==> src/rtl/line_line_distance_3d_assert.svh <==
// ----------------------------------------------------------------------------
// Assertion macros for the line distance block
// Immediate-consequence and next-cycle forms, clocked on clk_i, off in reset.
// ----------------------------------------------------------------------------
`ifndef LINE_LINE_DISTANCE_3D_ASSERT_SVH
`define LINE_LINE_DISTANCE_3D_ASSERT_SVH

// antecedent holds -> consequent holds in the same cycle
`define LLD_ASSERT_IMP(lbl, ante, cons, msg) \
  lbl: assert property (@(posedge clk_i) disable iff (!rst_ni) (ante) |-> (cons)) \
    else $error(msg);

// antecedent holds -> consequent holds in the next cycle
`define LLD_ASSERT_NXT(lbl, ante, cons, msg) \
  lbl: assert property (@(posedge clk_i) disable iff (!rst_ni) (ante) |=> (cons)) \
    else $error(msg);

`endif

==> src/rtl/lld_pkg.sv <==
// ----------------------------------------------------------------------------
// lld_pkg
// Shared constants and types of the 3D line distance pipeline.
// ----------------------------------------------------------------------------
`default_nettype none

package lld_pkg;

  // distance word width and its saturation value
  localparam int unsigned OUT_W = 25;
  localparam logic [OUT_W-1:0] DIST_MAX = {OUT_W{1'b1}};

  // quotient bits kept ahead of the root: root of 2*OUT_W bits fills OUT_W
  localparam int unsigned QB = 2 * OUT_W;

  // control word that travels with each word down the pipeline
  typedef struct packed {
    logic valid;
    logic parallel;
    logic degenerate;
    logic sat;
  } lld_ctl_t;

endpackage

`default_nettype wire

==> src/rtl/lld_sqrt.sv <==
// ----------------------------------------------------------------------------
// lld_sqrt
// Pipelined digit-by-digit integer square root, one root bit a stage.
// ----------------------------------------------------------------------------
`default_nettype none

module lld_sqrt (
  input  wire                       clk_i,
  input  wire                       rst_ni,
  input  wire                       en_i,
  input  wire logic [lld_pkg::QB-1:0] x_i,
  input  wire lld_pkg::lld_ctl_t    ctl_i,
  output logic [lld_pkg::OUT_W-1:0] root_o,
  output lld_pkg::lld_ctl_t         ctl_o
);

  localparam int unsigned QB  = lld_pkg::QB;
  localparam int unsigned RN  = lld_pkg::OUT_W;
  localparam int unsigned RMW = RN + 2;

  logic [RMW-1:0]    rem_s  [RN+1];
  logic [RN-1:0]     root_s [RN+1];
  logic [QB-1:0]     x_s    [RN+1];
  lld_pkg::lld_ctl_t c_s    [RN+1];

  assign rem_s[0]  = '0;
  assign root_s[0] = '0;
  assign x_s[0]    = x_i;
  assign c_s[0]    = ctl_i;

  for (genvar k = 0; k < RN; k++) begin : g_stage
    logic [RMW+1:0] cur;
    logic [RMW+2:0] t;
    // bring down the next two radicand bits, try root*4+1
    assign cur = {rem_s[k], x_s[k][QB-1-2*k -: 2]};
    assign t   = {1'b0, cur} - (RMW+3)'({root_s[k], 2'b01});

    always_ff @(posedge clk_i or negedge rst_ni) begin
      if (!rst_ni) begin
        c_s[k+1] <= '0;
      end else if (en_i) begin
        c_s[k+1] <= c_s[k];
      end
    end

    always_ff @(posedge clk_i) begin
      if (en_i) begin
        rem_s[k+1]  <= t[RMW+2] ? cur[RMW-1:0] : t[RMW-1:0];
        root_s[k+1] <= {root_s[k][RN-2:0], !t[RMW+2]};
        x_s[k+1]    <= x_s[k];
      end
    end
  end

  assign root_o = root_s[RN];
  assign ctl_o  = c_s[RN];

endmodule

`default_nettype wire

==> config.mk <==
export PLATFORM = sky130hd
export DESIGN_NAME = lld_sqrt
export DESIGN_NICKNAME = d
export VERILOG_FILES = /design/src/rtl/line_line_distance_3d_assert.svh /design/src/rtl/lld_pkg.sv /design/src/rtl/lld_sqrt.sv
export SDC_FILE = /design/constraint.sdc
export NUM_CORES = 2
export LEC_CHECK = 0
export ABC_AREA = 1
export BUFFER_PORTS_ARGS = -buffer_cell sky130_fd_sc_hd__buf_2
export CAP_MARGIN = 20
export CELL_PAD_IN_SITES_DETAIL_PLACEMENT = 1
export CELL_PAD_IN_SITES_GLOBAL_PLACEMENT = 1
export CORE_UTILIZATION = 55
export CTS_BUF_LIST = sky130_fd_sc_hd__clkbuf_4 sky130_fd_sc_hd__clkbuf_8
export DETAILED_ROUTE_END_ITERATION = 12
export PLACE_DENSITY = 0.86
export RECOVER_POWER = 25
export SLEW_MARGIN = 20
export SYNTH_ARGS = -nofsm -noshare
export SYNTH_HDL_FRONTEND = slang
export SYNTH_SLANG_ARGS = --single-unit
==> constraint.sdc <==
create_clock -name clk_i -period 5.4 [get_ports clk_i]
set_input_delay 0.54 -clock clk_i [delete_from_list [all_inputs] [get_ports clk_i]]
set_output_delay 0.54 -clock clk_i [all_outputs]
set_load 0.05 [all_outputs]
==> flow_summary.toml <==
[outcome]
run_status = "finished, final reports clean"

[setup_path]
maximum_fanout_encountered_on_the_critical_timing_path = 24
critPathArrivalTime_ns = 4.50
worstSetupStartpointType = "flip-flop"
worstPathCellList = "inv_1 -> ha_1 -> nand2_2 -> inv_1 -> nand2_1 -> nand2_1 -> o21ai_1 -> nand2_1 -> nand2_1 -> nand2_2 -> inv_2 -> nand2_1 -> nand2_1"
cp.required_ns = 6.23
critical-path-top-cell-by-count = "sky130_fd_sc_hd__nand2_1"
critical-path-max-stage-delay_ns = 0.66
critical_path.endpoint_type = "flip-flop"
critPathKind = "flip-flop to flip-flop"
critical-path-slowest-cell = "sky130_fd_sc_hd__inv_2"

[power_and_ir_drop]
cell_internal_pwr_mw = 24.1
vdd.ir_drop.worst_mv = 0.287
power.net_switching_mw = 11.9
power_leakage_nw = 44.0
pwr-share-seq_pct = 46.1
finalPower_mw = 36.0
switching_share_pct = 33.1
power-per-cell-area_mw_per_mm2 = 377
clock_group_share_of_total_power_pct = 32.3
combPwrFrac_pct = 21.7

[drt]
drt-initial-drc-count = 6008
vias_per_cell = 5.65
remaining_drc_errors = 0
vias = 69645
first_pass_iters = 5
routedWlPerCell_um = 22.7
drt.antenna.violating_nets = 0
wirelength_mm = 279

[clocking]
worstSkewPairLatency_ns = 1.04
cts_buffers = 296
h-tree-depth = 5
cts_tree = "done"
ctsRootBufferMaster = "sky130_fd_sc_hd__clkbuf_8"
clk_pin_slew_ns = 0.07
cts_num_sinks = 1636
clock_tree.buffer_depth = 4

[sta]
finalSetupTns_ns = 0
fmax_ghz = 0.273
final_hold_violation_count = 0
slew_at_the_pin_closest_to_its_max_slew_limit_ns = 1.00
worst_slack_ns = 1.73
clock_skew_ns = 0.0904
rsz0062_at_grt = "no"
relSlewSlack_pct = 33.2
final.min_clock_period_ns = 3.67
min_period_over_period_pct = 67.9
setup_violating_endpoint_count_in_the_final_report = 0
final-max-slew-violation-count = 0

[floorplanning]
floorplan.io_pins = 86
die_width_um = 400
fp.dieArea_mm2 = 0.160
initial_core_util_pct = 55.6
die_height_um = 400
floorplan.core_area_mm2 = 0.157
std_cell_rows = 145

[yosys]
synth_top_cells_by_area = "sky130_fd_sc_hd__edfxtp_1 (53%), sky130_fd_sc_hd__nand2_1 (14%), sky130_fd_sc_hd__inv_1 (7.4%), sky130_fd_sc_hd__ha_1 (4.7%), sky130_fd_sc_hd__nor2_1 (3.2%)"
synth_top_area_share_pct = 52.9
ys.warnings.count = 0
synth_nets = 10119
yosysSeqAreaShare_pct = 55.8
synth_enable_flop_cells = 1536
synthFlopType = "sky130_fd_sc_hd__edfxtp_1"
netlist_area_mm2 = 0.0871
synthesis.instances = 9735
synthDominantAreaCellType = "sky130_fd_sc_hd__edfxtp_1"
synth_area_per_cell_um2 = 8.95
ys_ff_latch = 1636
synth_async_sr_flop_share_pct = 6.11
netlist-cell-type-count = 59

[grt]
grt_pass1_vias = 73603
grt_max_degree = 169
antenna_found_initial = 12
grt_first_pass_wirelength_mm = 426
grt_usage_pct = 34.9
grt.overflow.total = 0

[place]
placedInstanceArea_mm2 = 0.0894
dp_worst_setup_slack_ns = 2.02
dpl.hpwl_mm = 203
place.gp.congestion = 0.938
placement.io_buffers = 85

[layout]
utilization_of_the_core_after_routing_pct = 60.9
finalInstanceArea_mm2 = 0.0955
drive_gt1_share_pct = 7.64
filler_cell_count = 18241
nNetsFinal = 10457
flow.area_growth_from_synthesis_pct = 9.65

[flow_run]
max_cap_violations = 0

[worst_hold_path]
hold_path_class = "input port to flip-flop"
final timing paths:
kind                                       to  slack (ns)        start  cells after the start
setup / recovery           g_stage[18].cur[4]        1.73  root_s[202]                     13
hold / removal                      x_s[1233]        0.22      x_i[33]                      2
setup reg to reg           g_stage[18].cur[4]        1.73  root_s[202]                     13
hold reg to reg                      x_s[614]        0.38     x_s[664]                      0
max in group asynchronous             c_s[32]        4.15       rst_ni                      3
min in group asynchronous             c_s[77]        0.31       rst_ni                      3
repair_timing:
| action | 4_1_cts | 5_1_grt |
|---|---|---|
| resized for setup | 0 | 0 |
| buffers inserted | 0 | 0 |
| hold buffers | 58 | 0 |
| endpoints found under the hold margin | 138 | 0 |
worst max-delay path, delay by kind of cell, from the launching register on:
family | cells | cell delay, ns
buffers and inverters | 3 | 0.82
DFF | 1 | 0.43
adders and majority gates | 1 | 0.40
and+or+nand+nor | 8 | 1.53
AOI/OAI and AO/OA | 1 | 0.28
sequential cells by signal (all words and copies together) (netlist names):
register     flops
g_stage.cur    659
ctl_o            4
root_s         300
x_s            552
root_o          25
c_s             96
layout make-up:
cell class              count  area [um^2]  share of cell area (%)
flip-flops and latches   1636        48600                    50.9
multi-input cells        6227        30900                    32.4
inverters                1745         6580                    6.89
clock buffers             395         4900                    5.13
well taps                2058         2570                    2.70
repair buffers            167         1300                    1.36
clock inverters            95          596                   0.623
diodes                      6         15.0                  0.0157
kinds of logic after synthesis:
group,after synthesis,synth area share [%]
adders and majority gates,327,4.70
AOI/OAI and AO/OA,673,4.25
DFF,1636,55.8
xor gates and xnor gates,253,2.54
and+or+nand+nor,4969,24.0
muxes,4,0.0517
buffers and inverters,1872,8.68
other,1,0.00430
power groups by stage:
stage	Clock [mW]	Combinational, mW	Sequential [mW]
global placement	0	7.04	16.7
CTS	11.7	7.65	16.5
finish	11.6	7.80	16.6
global route	12.2	8.58	16.7
detailed placement	0	7.47	16.8
floorplan	0	5.07	16.2
Yosys cell counts (22+ instances only):
cell and count:
sky130_fd_sc_hd__nand4_1 159, sky130_fd_sc_hd__a21oi_2 55, sky130_fd_sc_hd__edfxtp_1 1536, sky130_fd_sc_hd__xnor2_1 75
sky130_fd_sc_hd__xor2_1 178, sky130_fd_sc_hd__buf_6 31, sky130_fd_sc_hd__ha_1 327, sky130_fd_sc_hd__nand3b_1 70
sky130_fd_sc_hd__nand3_1 537, sky130_fd_sc_hd__o21ai_1 68, sky130_fd_sc_hd__nand2_1 3143, sky130_fd_sc_hd__o21ai_0 186
sky130_fd_sc_hd__nor2_1 753, sky130_fd_sc_hd__or2_2 33, sky130_fd_sc_hd__inv_1 1714, sky130_fd_sc_hd__nor3_1 97
sky130_fd_sc_hd__clkbuf_1 24, sky130_fd_sc_hd__nor2_2 31, sky130_fd_sc_hd__nand2_2 47, sky130_fd_sc_hd__and2_1 22
sky130_fd_sc_hd__dfrtp_1 100, sky130_fd_sc_hd__buf_4 56, sky130_fd_sc_hd__a21oi_1 328
metal layers:
| metal | GRT usage (%) | up-vias | share of wire, % |
|---|---|---|---|
| met5 | 0 | - | 0.033 |
| met3 | 5.94 | 809 | 6.6 |
| met4 | 16.3 | 12 | 4.8 |
| li1 | - | 32071 | - |
| met1 | 43.9 | 34199 | 40 |
| met2 | 58.6 | 2554 | 48 |
placed cells by master, fill, tap and decap left out, types with 10 or more instances in the layout:
| master | n |
|---|---|
| sky130_fd_sc_hd__inv_2 | 21 |
| sky130_fd_sc_hd__buf_4 | 16 |
| sky130_fd_sc_hd__nor3b_1 | 10 |
| sky130_fd_sc_hd__buf_12 | 10 |
| sky130_fd_sc_hd__nor2_1 | 753 |
| sky130_fd_sc_hd__nand2_1 | 3143 |
| sky130_fd_sc_hd__edfxtp_1 | 1536 |
| sky130_fd_sc_hd__o21ai_1 | 68 |
| sky130_fd_sc_hd__clkbuf_8 | 310 |
| sky130_fd_sc_hd__o21ai_0 | 186 |
| sky130_fd_sc_hd__nor3_2 | 12 |
| sky130_fd_sc_hd__dfrtp_1 | 100 |
| sky130_fd_sc_hd__inv_1 | 1714 |
| sky130_fd_sc_hd__and2_1 | 22 |
| sky130_fd_sc_hd__a21oi_2 | 55 |
| sky130_fd_sc_hd__nor3_1 | 97 |
| sky130_fd_sc_hd__or2_2 | 33 |
| sky130_fd_sc_hd__nand2_2 | 47 |
| sky130_fd_sc_hd__ha_1 | 327 |
| sky130_fd_sc_hd__clkbuf_4 | 85 |
| sky130_fd_sc_hd__xor2_1 | 178 |
| sky130_fd_sc_hd__nand4_1 | 159 |
| sky130_fd_sc_hd__clkinv_2 | 27 |
| sky130_fd_sc_hd__xnor2_1 | 75 |
| sky130_fd_sc_hd__nand3b_1 | 70 |
| sky130_fd_sc_hd__a21oi_1 | 328 |
| sky130_fd_sc_hd__buf_2 | 72 |
| sky130_fd_sc_hd__clkinv_1 | 58 |
| sky130_fd_sc_hd__clkbuf_1 | 11 |
| sky130_fd_sc_hd__dlygate4sd3_1 | 58 |
| sky130_fd_sc_hd__nand3_1 | 537 |
| sky130_fd_sc_hd__nor2_2 | 31 |
metrics by stage:
stage,cells,hold slack [ns]
after floorplan,9735,0.244
after global placement,11775,0.400
after detailed placement,11775,0.405
after CTS,12323,0.132
after global routing,12325,0.169
final,12329,0.216
Note: power is estimated with default switching activity, not from simulation.
